**config.mk**
```make
export PLATFORM = sky130hd
export DESIGN_NAME = flux_jitter_window_detector_core_flat
export DESIGN_NICKNAME = d
export VERILOG_FILES = /design/src/rtl/core/fjw_pkg.sv /design/src/rtl/core/fjw_if.sv /design/src/rtl/core/fjw_window.sv /design/src/rtl/core/fjw_test.sv /design/src/rtl/core/flux_jitter_window_detector_core.sv /design/src/flat_wrapper.sv
export SDC_FILE = /design/constraint.sdc
export NUM_CORES = 2
export LEC_CHECK = 0
export ABC_AREA = 1
export CELL_PAD_IN_SITES_DETAIL_PLACEMENT = 1
export CELL_PAD_IN_SITES_GLOBAL_PLACEMENT = 1
export CORE_MARGIN = 3
export CORE_UTILIZATION = 38
export DETAILED_ROUTE_END_ITERATION = 12
export DONT_BUFFER_PORTS = 1
export PLACE_DENSITY_LB_ADDON = 0.1
export SLEW_MARGIN = 40
export SYNTH_ARGS = -nofsm -noshare
export SYNTH_HDL_FRONTEND = slang
export SYNTH_SLANG_ARGS = --single-unit
```
**constraint.sdc**
```tcl
create_clock -name clk_i -period 7.7 [get_ports clk_i]
set_input_delay 0.385 -clock clk_i [delete_from_list [all_inputs] [get_ports clk_i]]
set_output_delay 0.385 -clock clk_i [all_outputs]
set_load 0.01 [all_outputs]
```
**src/rtl/core/fjw_pkg.sv**
```systemverilog
// Shared constants, types and the stage record of the flux jitter window detector.
`default_nettype none

package fjw_pkg;

  // Window geometry and field widths
  localparam int HALF_WINDOW   = 8;
  localparam int SAMPLE_BITS   = 16;
  localparam int POSITION_BITS = 24;
  localparam int THRESH_BITS   = 16;
  localparam int WINDOW_LEN    = 2 * HALF_WINDOW + 1;

  // Sum of the line, sum of squares, and the width of the variance compare
  localparam int SUM_BITS = SAMPLE_BITS + $clog2(WINDOW_LEN);
  localparam int SQ_BITS  = 2 * SAMPLE_BITS + $clog2(WINDOW_LEN);
  localparam int CMP_BITS = 2 * SUM_BITS + 1;

  typedef logic [SAMPLE_BITS-1:0]   sample_t;
  typedef logic [2*SAMPLE_BITS-1:0] square_t;
  typedef logic [POSITION_BITS-1:0] position_t;
  typedef logic [THRESH_BITS-1:0]   thresh_t;
  typedef logic [SUM_BITS-1:0]      sum_t;
  typedef logic [SQ_BITS-1:0]       sq_sum_t;
  typedef logic [CMP_BITS-1:0]      cmp_t;

  localparam thresh_t   THRESH_RESET = thresh_t'(100);
  localparam position_t POSITION_MAX = '1;
  localparam position_t FIRST_TESTED = position_t'(2 * HALF_WINDOW);
  localparam sum_t      SUM_LIMIT    = sum_t'(WINDOW_LEN * ((2 ** SAMPLE_BITS) - 1));

  // Window state of one transaction, handed from the window stage to the test stage
  typedef struct packed {
    logic      valid;
    logic      test;
    position_t pos;
    sum_t      sum;
    sq_sum_t   sq;
  } win_t;

endpackage

`default_nettype wire

```
**src/rtl/core/fjw_if.sv**
```systemverilog
// Channel interfaces: sample input, position output and threshold configuration.
`default_nettype none

interface fjw_in_if;
  logic               valid;
  logic               ready;
  fjw_pkg::sample_t   flux_sample;
  logic               restart;

  modport source (output valid, output flux_sample, output restart, input ready);
  modport sink   (input valid, input flux_sample, input restart, output ready);
endinterface

interface fjw_out_if;
  logic                valid;
  logic                ready;
  fjw_pkg::position_t  weak_position;

  modport source (output valid, output weak_position, input ready);
  modport sink   (input valid, input weak_position, output ready);
endinterface

interface fjw_cfg_if;
  logic              valid;
  logic              ready;
  fjw_pkg::thresh_t  jitter_threshold;

  modport source (output valid, output jitter_threshold, input ready);
  modport sink   (input valid, input jitter_threshold, output ready);
endinterface

`default_nettype wire

```
**src/rtl/core/fjw_window.sv**
```systemverilog
// Input register, sample delay line and running window sums.
`default_nettype none

module fjw_window (
  input  wire logic           clk_i,
  input  wire logic           rst_ni,
  fjw_in_if.sink              sample_i,
  input  wire logic           win_ready_i,
  output fjw_pkg::win_t       win_o
);

  logic             s0_valid_q, s0_valid_d;
  fjw_pkg::sample_t s0_sample_q;
  logic             s0_restart_q;

  fjw_pkg::sample_t   line_q [fjw_pkg::WINDOW_LEN];
  fjw_pkg::sample_t   line_d [fjw_pkg::WINDOW_LEN];
  fjw_pkg::sum_t      sum_q, sum_d;
  fjw_pkg::sq_sum_t   sq_q, sq_d;
  fjw_pkg::position_t idx_q, idx_d;
  fjw_pkg::position_t pos_q, pos_d;
  logic               test_q, test_d;
  logic               v1_q, v1_d;

  logic               s1_free;
  logic               adv0;
  logic               take;
  fjw_pkg::sample_t   old_sample;
  fjw_pkg::square_t   new_square;
  fjw_pkg::square_t   old_square;
  fjw_pkg::sum_t      base_sum;
  fjw_pkg::sq_sum_t   base_sq;

  // Handshake: the input register frees up whenever the window stage can take its item
  assign s1_free        = !v1_q || win_ready_i;
  assign adv0           = s0_valid_q && s1_free;
  assign sample_i.ready = !s0_valid_q || s1_free;
  assign take           = sample_i.valid && sample_i.ready;

  assign s0_valid_d = take ? 1'b1 : (adv0 ? 1'b0 : s0_valid_q);

  always_ff @(posedge clk_i or negedge rst_ni) begin
    if (!rst_ni) begin
      s0_valid_q <= 1'b0;
    end else begin
      s0_valid_q <= s0_valid_d;
    end
  end

  // Capture the input transaction
  always_ff @(posedge clk_i) begin
    if (take) begin
      s0_sample_q  <= sample_i.flux_sample;
      s0_restart_q <= sample_i.restart;
    end
  end

  // Drop the oldest sample, add the new one; a restart starts from an empty window
  always_comb begin
    old_sample = s0_restart_q ? '0 : line_q[fjw_pkg::WINDOW_LEN-1];
    base_sum   = s0_restart_q ? '0 : sum_q;
    base_sq    = s0_restart_q ? '0 : sq_q;
    new_square = s0_sample_q * s0_sample_q;
    old_square = old_sample * old_sample;
    sum_d = base_sum - fjw_pkg::SUM_BITS'(old_sample) + fjw_pkg::SUM_BITS'(s0_sample_q);
    sq_d  = base_sq - fjw_pkg::SQ_BITS'(old_square) + fjw_pkg::SQ_BITS'(new_square);
  end

  // Shift the delay line
  always_comb begin
    line_d[0] = s0_sample_q;
    for (int k = 1; k < fjw_pkg::WINDOW_LEN; k++) begin
      line_d[k] = s0_restart_q ? '0 : line_q[k-1];
    end
  end

  // Position of this sample and the saturating index of the next one
  always_comb begin
    pos_d  = s0_restart_q ? '0 : idx_q;
    idx_d  = (pos_d == fjw_pkg::POSITION_MAX) ? pos_d : pos_d + 1'b1;
    test_d = (pos_d >= fjw_pkg::FIRST_TESTED);
  end

  assign v1_d = adv0 ? 1'b1 : (win_ready_i ? 1'b0 : v1_q);

  // Advance the window state once per transaction
  always_ff @(posedge clk_i or negedge rst_ni) begin
    if (!rst_ni) begin
      v1_q   <= 1'b0;
      sum_q  <= '0;
      sq_q   <= '0;
      idx_q  <= '0;
      pos_q  <= '0;
      test_q <= 1'b0;
      for (int k = 0; k < fjw_pkg::WINDOW_LEN; k++) begin
        line_q[k] <= '0;
      end
    end else begin
      v1_q <= v1_d;
      if (adv0) begin
        sum_q  <= sum_d;
        sq_q   <= sq_d;
        idx_q  <= idx_d;
        pos_q  <= pos_d;
        test_q <= test_d;
        for (int k = 0; k < fjw_pkg::WINDOW_LEN; k++) begin
          line_q[k] <= line_d[k];
        end
      end
    end
  end

  assign win_o.valid = v1_q;
  assign win_o.test  = test_q;
  assign win_o.pos   = pos_q;
  assign win_o.sum   = sum_q;
  assign win_o.sq    = sq_q;

  // The running sum never exceeds a full window of maximum samples
  a_sum_bound: assert property (@(posedge clk_i) disable iff (!rst_ni)
    v1_q |-> (sum_q <= fjw_pkg::SUM_LIMIT))
    else $error("window sum out of range");

  // A restart leaves only its own sample in the window
  a_restart: assert property (@(posedge clk_i) disable iff (!rst_ni)
    (adv0 && s0_restart_q) |=>
      (pos_q == '0 && sum_q == fjw_pkg::SUM_BITS'($past(s0_sample_q))))
    else $error("restart did not clear the window");

  // The next index follows the held position unless saturated
  a_index: assert property (@(posedge clk_i) disable iff (!rst_ni)
    v1_q |-> (idx_q == pos_q + 1'b1 || pos_q == fjw_pkg::POSITION_MAX))
    else $error("sample index out of step");

  // Only a full window is tested
  a_test: assert property (@(posedge clk_i) disable iff (!rst_ni)
    (v1_q && test_q) |-> (pos_q >= fjw_pkg::FIRST_TESTED))
    else $error("partial window tested");

endmodule

`default_nettype wire

```
**src/rtl/core/fjw_test.sv**
```systemverilog
// Threshold register, variance compare and result register.
`default_nettype none

module fjw_test (
  input  wire logic          clk_i,
  input  wire logic          rst_ni,
  input  wire fjw_pkg::win_t win_i,
  output logic               win_ready_o,
  fjw_cfg_if.sink            cfg_i,
  fjw_out_if.source          result_o
);

  fjw_pkg::thresh_t   thr_q;
  fjw_pkg::square_t   thr_sq_q;
  fjw_pkg::cmp_t      limit_q, limit_d;
  fjw_pkg::cmp_t      sum_sq;
  fjw_pkg::cmp_t      lhs;
  fjw_pkg::cmp_t      rhs;
  logic               hit;
  logic               out_free;
  logic               vo_q, vo_d;
  fjw_pkg::position_t wpos_q;

  // Configuration is always taken
  assign cfg_i.ready = 1'b1;

  always_ff @(posedge clk_i or negedge rst_ni) begin
    if (!rst_ni) begin
      thr_q <= fjw_pkg::THRESH_RESET;
    end else if (cfg_i.valid) begin
      thr_q <= cfg_i.jitter_threshold;
    end
  end

  // Scale the squared threshold by the squared window length
  assign limit_d = fjw_pkg::CMP_BITS'(thr_sq_q) *
                   fjw_pkg::CMP_BITS'(fjw_pkg::WINDOW_LEN * fjw_pkg::WINDOW_LEN);

  always_ff @(posedge clk_i) begin
    thr_sq_q <= thr_q * thr_q;
    limit_q  <= limit_d;
  end

  // N*sumsq > sum^2 + N^2*threshold^2
  always_comb begin
    sum_sq = fjw_pkg::CMP_BITS'(win_i.sum) * fjw_pkg::CMP_BITS'(win_i.sum);
    lhs    = fjw_pkg::CMP_BITS'(win_i.sq) * fjw_pkg::CMP_BITS'(fjw_pkg::WINDOW_LEN);
    rhs    = sum_sq + limit_q;
    hit    = lhs > rhs;
  end

  // Result register; the window stage advances whenever this register can load
  assign out_free    = !vo_q || result_o.ready;
  assign win_ready_o = out_free;
  assign vo_d        = out_free ? (win_i.valid && win_i.test && hit) : vo_q;

  always_ff @(posedge clk_i or negedge rst_ni) begin
    if (!rst_ni) begin
      vo_q <= 1'b0;
    end else begin
      vo_q <= vo_d;
    end
  end

  always_ff @(posedge clk_i) begin
    if (out_free) begin
      wpos_q <= win_i.pos - fjw_pkg::POSITION_BITS'(fjw_pkg::HALF_WINDOW);
    end
  end

  assign result_o.valid         = vo_q;
  assign result_o.weak_position = wpos_q;

endmodule

`default_nettype wire

```
**src/rtl/core/flux_jitter_window_detector_core.sv**
```systemverilog
// Flux jitter window detector: top level joining the window and test stages.
//
// Usage:
//   sample_i carries one flux interval sample per transaction, with a restart
//   flag on the first sample of a track. From the 17th sample of a track on,
//   every sample completes a window whose centre sample (8 back) is tested:
//   when 17*sumsq - sum^2 > 289*threshold^2, that centre's track position is
//   sent on result_o. Other transactions produce no result.
//   cfg_i writes the threshold (reset value 100); write it only while idle.
// Path: a sample passes the input register, the window stage and the result register.
// Throughput: one sample per cycle while no result waits on result_o, set by
//   the running-sum update of the window register stage; the test stage's
//   multiplier and compare is the longest path.
// Reset: clears the window, sums, track position and all valid flags.
// Stall: while a result waits on result_o, the input register and
//   window stage still fill before sample_i.ready drops.
`default_nettype none

module flux_jitter_window_detector_core (
  input  wire logic   clk_i,
  input  wire logic   rst_ni,
  fjw_in_if.sink      sample_i,
  fjw_cfg_if.sink     cfg_i,
  fjw_out_if.source   result_o
);

  fjw_pkg::win_t win;
  logic          win_ready;

  // Delay line and running sums
  fjw_window u_window (
    .clk_i       (clk_i),
    .rst_ni      (rst_ni),
    .sample_i    (sample_i),
    .win_ready_i (win_ready),
    .win_o       (win)
  );

  // Variance test and result register
  fjw_test u_test (
    .clk_i       (clk_i),
    .rst_ni      (rst_ni),
    .win_i       (win),
    .win_ready_o (win_ready),
    .cfg_i       (cfg_i),
    .result_o    (result_o)
  );

endmodule

`default_nettype wire

```
**src/flat_wrapper.sv**
```systemverilog
// flat-port wrapper written by rule: the top's interface ports become plain ports
module flux_jitter_window_detector_core_flat 
  (clk_i, rst_ni, sample_i_valid, sample_i_flux_sample, sample_i_restart, sample_i_ready, cfg_i_valid, cfg_i_jitter_threshold, cfg_i_ready, result_o_valid, result_o_weak_position, result_o_ready);
  fjw_in_if sample_i_i ();
  fjw_cfg_if cfg_i_i ();
  fjw_out_if result_o_i ();
  input  wire logic clk_i;
  input  wire logic rst_ni;
  input wire logic [$bits(sample_i_i.valid)-1:0] sample_i_valid;
  input wire logic [$bits(sample_i_i.flux_sample)-1:0] sample_i_flux_sample;
  input wire logic [$bits(sample_i_i.restart)-1:0] sample_i_restart;
  output wire logic [$bits(sample_i_i.ready)-1:0] sample_i_ready;
  input wire logic [$bits(cfg_i_i.valid)-1:0] cfg_i_valid;
  input wire logic [$bits(cfg_i_i.jitter_threshold)-1:0] cfg_i_jitter_threshold;
  output wire logic [$bits(cfg_i_i.ready)-1:0] cfg_i_ready;
  output wire logic [$bits(result_o_i.valid)-1:0] result_o_valid;
  output wire logic [$bits(result_o_i.weak_position)-1:0] result_o_weak_position;
  input wire logic [$bits(result_o_i.ready)-1:0] result_o_ready;
  assign sample_i_i.valid = sample_i_valid;
  assign sample_i_i.flux_sample = sample_i_flux_sample;
  assign sample_i_i.restart = sample_i_restart;
  assign sample_i_ready = sample_i_i.ready;
  assign cfg_i_i.valid = cfg_i_valid;
  assign cfg_i_i.jitter_threshold = cfg_i_jitter_threshold;
  assign cfg_i_ready = cfg_i_i.ready;
  assign result_o_valid = result_o_i.valid;
  assign result_o_weak_position = result_o_i.weak_position;
  assign result_o_i.ready = result_o_ready;
  flux_jitter_window_detector_core u_core (.clk_i(clk_i), .rst_ni(rst_ni), .sample_i(sample_i_i), .cfg_i(cfg_i_i), .result_o(result_o_i));
endmodule
```
==> summary.txt <==
Critical path
  • Largest delay share family, worst path: adder cells
  • CP max FO: 5
  • CP Launch Type: flop
  • Critical Path Sink Type: flop
  • Cell mode on critical path: nand2_1
  • Worst path buffer plus inverter count: 11
  • Worst path max stage delay: 0.59 ns
  • Crit path arrival time: 8.09 ns
  • Required @ worst endpoint: 8.24 ns
  • CP max-delay cell: fa_1
  • Critical path type: reg -> reg

STA
  • Crit share post-route: 0.981
  • Tmin final: 7.55 ns
  • Worst Skew: 0.0619 ns
  • Slew Viols, Final: 0
  • Setup violations, final: 0
  • Slew margin rel.: 0.431
  • Final hold violations: 0
  • F_max: 132 MHz
  • RSZ-0062 raised after global routing: true
  • Worst-margin pin slew: 0.844 ns

Detailed routing
  • DR vias/cell: 4.84
  • First-pass DRT Iterations: 5
  • Initial drt markers: 2,969
  • Vias: 51,224
  • DRT antenna net count: 0
  • WL final: 216,000 um
  • Wire per inst: 20.4 um
  • Residual DRC: 0

Placement
  • Cell Area, Placed: 71,300 um2
  • IO buf count: 0
  • DP HPWL: 179,000 um
  • RD Place Congestion: 0.918

Final layout
  • Share of post-route cells with drive strength above 1: 0.126
  • Fill count: 20,192
  • Nets: 9,943
  • Area delta synth->final: 16.2%
  • Final design area excluding fillers: 76,200 um2

Synthesis
  • Number of flops mapped to enable cells by yosys: 41
  • Post-Synthesis Cells: 7,847
  • Post-synth top flop: dfrtp_1
  • Synth top cells by count: 2,000 x inv_1, 1,573 x nand2_1, 984 x fa_1
  • Async set-reset flop share out of synthesis: 0.780
  • Sequential share of the synthesized area: 0.192
  • Most common cell in the synthesized netlist: inv_1
  • Flops & latches, synth: 510
  • Ranking of synthesized cells by area: fa_1 30%, dfrtp_1 15%, ha_1 13%, inv_1 11%, nand2_1 9.0%
  • Syn avg cell area: 8.36 um2
  • Synth unique cells: 65
  • YS warnings: 0
  • Synth top area share: 0.300
  • Area of the mapped netlist: 65,600 um2
  • Largest area contributor in the synthesized netlist: fa_1

GRT
  • Pin count of the biggest net entering global routing: 399
  • Antenna violations before repair: 4
  • First-pass GRT wire length: 337,000 um
  • Vias in the first global route: 56,201
  • Total GRT Usage: 0.245
  • Remaining Overflow, GRT: 0

Clock tree
  • Root buffer cell: clkbuf_16
  • Clk pin slew, worst setup/hold paths: 0.07 ns
  • Max H-tree Level: 3
  • CTS tree: done
  • Longest Clk Path Bufs: 3
  • Total clock sinks: 510
  • CTS Buf Count: 68
  • Clock Latency Late Sink: 0.71 ns

Die
  • Die extent in y: 422 um
  • Die ar.: 178,000 um2
  • Core Rows: 151
  • Core area: 170,000 um2
  • I/O pin cnt: 65
  • Initial Utilization: 0.385
  • Die W: 422 um

Job
  • Maxcap violations: 0

Min path
  • Hold WC Path Type: in -> reg

Outcome
  • Status: complete, no violations
registers in the layout, indices dropped and copies added (netlist names):
name                                  count
u_core.u_window.line_q                  272
u_core.u_test.limit_q                    40
u_core.u_window.sq_q                     37
u_core.u_test.thr_sq_q                   31
u_core.u_test.result_o.weak_position     24
u_core.u_window.idx_q                    24
u_core.u_window.pos_q                    24
u_core.u_window.sum_q                    21
u_core.u_test.thr_q                      16
u_core.u_window.s0_sample_q              16
u_core.u_test.result_o.valid              1
u_core.u_window.s0_restart_q              1
u_core.u_window.s0_valid_q                1
u_core.u_window.test_q                    1
u_core.u_window.v1_q                      1
area by class of cell:
type / instances / area (um2) / area share
Clock buffer: 98 / 1930 / 0.0254
Tap cell: 2295 / 2870 / 0.0377
Multi-Input combinational cell: 5094 / 46100 / 0.604
Sequential cell: 510 / 12600 / 0.166
Clock inverter: 28 / 414 / 0.00543
Inverter: 2008 / 7560 / 0.0991
Antenna cell: 4 / 10.0 / 0.000131
Timing Repair Buffer: 541 / 4770 / 0.0626
path summary, 6_finish.rpt:
kind / to / from / depth (start not counted) / slack [ns]
max in group asynchronous: u_core.u_window.sq_q[36] / rst_ni / 5 / 5.02
max reg2reg: u_core.u_test.result_o.valid / u_core.u_window.sum_q[2] / 41 / 0.15
min reg2reg: u_core.u_test.result_o.weak_position[0] / u_core.u_window.pos_q[0] / 0 / 0.46
max: u_core.u_test.result_o.valid / u_core.u_window.sum_q[2] / 41 / 0.15
min: u_core.u_test.thr_q[3] / cfg_i_valid / 3 / 0.18
min in group asynchronous: u_core.u_test.thr_q[4] / rst_ni / 2 / 0.38
cells by family after synthesis:
logic type	share of synthesized area
DFF	0.192
buffers and inverters	0.129
adders and majority gates	0.433
other	0.000114
muxes	0.000667
AOI/OAI and AO/OA	0.0729
and+or+nand+nor	0.141
xor gates and xnor gates	0.0308
tightest hold or removal path, cell delays in order:
cell and delay, ns:
buf_2 0.28, nand2_1 0.11, o21ai_0 0.07
per-stage QoR:
stage	setup WS [ns]	cells	TNS (ns)	hold slack [ns]	utilization
after floorplan	0.272	7849	0	0.0894	-
after global placement	-0.506	10349	-0.559	0.105	0.418
after detailed placement	-0.592	10349	-0.759	0.110	0.418
after CTS	-0.0254	10516	-0.0254	-0.685	0.435
after global routing	-0.154	10576	-0.317	0.191	0.447
final	0.148	10578	0	0.178	0.447
metal layers:
metal	global-route usage	up-vias	share of wire
met4	0.0542	0	0.024
met2	0.385	759	0.45
li1	-	24231	-
met3	0.0380	174	0.048
met1	0.355	26060	0.48
met5	0	-	0
layout by cell type, fill, tap and decap left out, types with 21 or more instances in the layout:
| cell type | count |
|---|---|
| buf_12 | 23 |
| ha_4 | 27 |
| nor2_1 | 336 |
| xor2_1 | 136 |
| a21o_1 | 40 |
| nor2_2 | 71 |
| buf_4 | 432 |
| a21oi_1 | 186 |
| xnor2_1 | 83 |
| fa_1 | 941 |
| buf_6 | 37 |
| nand2_2 | 40 |
| edfxtp_1 | 41 |
| clkbuf_16 | 71 |
| nand2_1 | 1525 |
| dfrtp_1 | 381 |
| inv_1 | 1950 |
| ha_1 | 670 |
| nand3_1 | 149 |
| fa_2 | 43 |
| or2_2 | 21 |
| nor3_1 | 39 |
| dfxtp_1 | 71 |
| nor2_4 | 27 |
| o21ai_0 | 441 |
| dlygate4sd3_1 | 36 |
| inv_2 | 48 |
| nand4_1 | 36 |
| a21oi_2 | 34 |
| o21bai_1 | 29 |
what timing repair did:
action,in CTS,in global routing
hold endpoints to repair,433,197
gates resized for setup,63,409
hold buffers,36,2
pin swaps,25,158
endpoints found under the setup margin,13,21
cloned,0,3
setup buffers,5,49
Power is left out: the tool's default activity adds up to more than one toggle a clock period on the data nets, which glitch-free logic cannot reach.
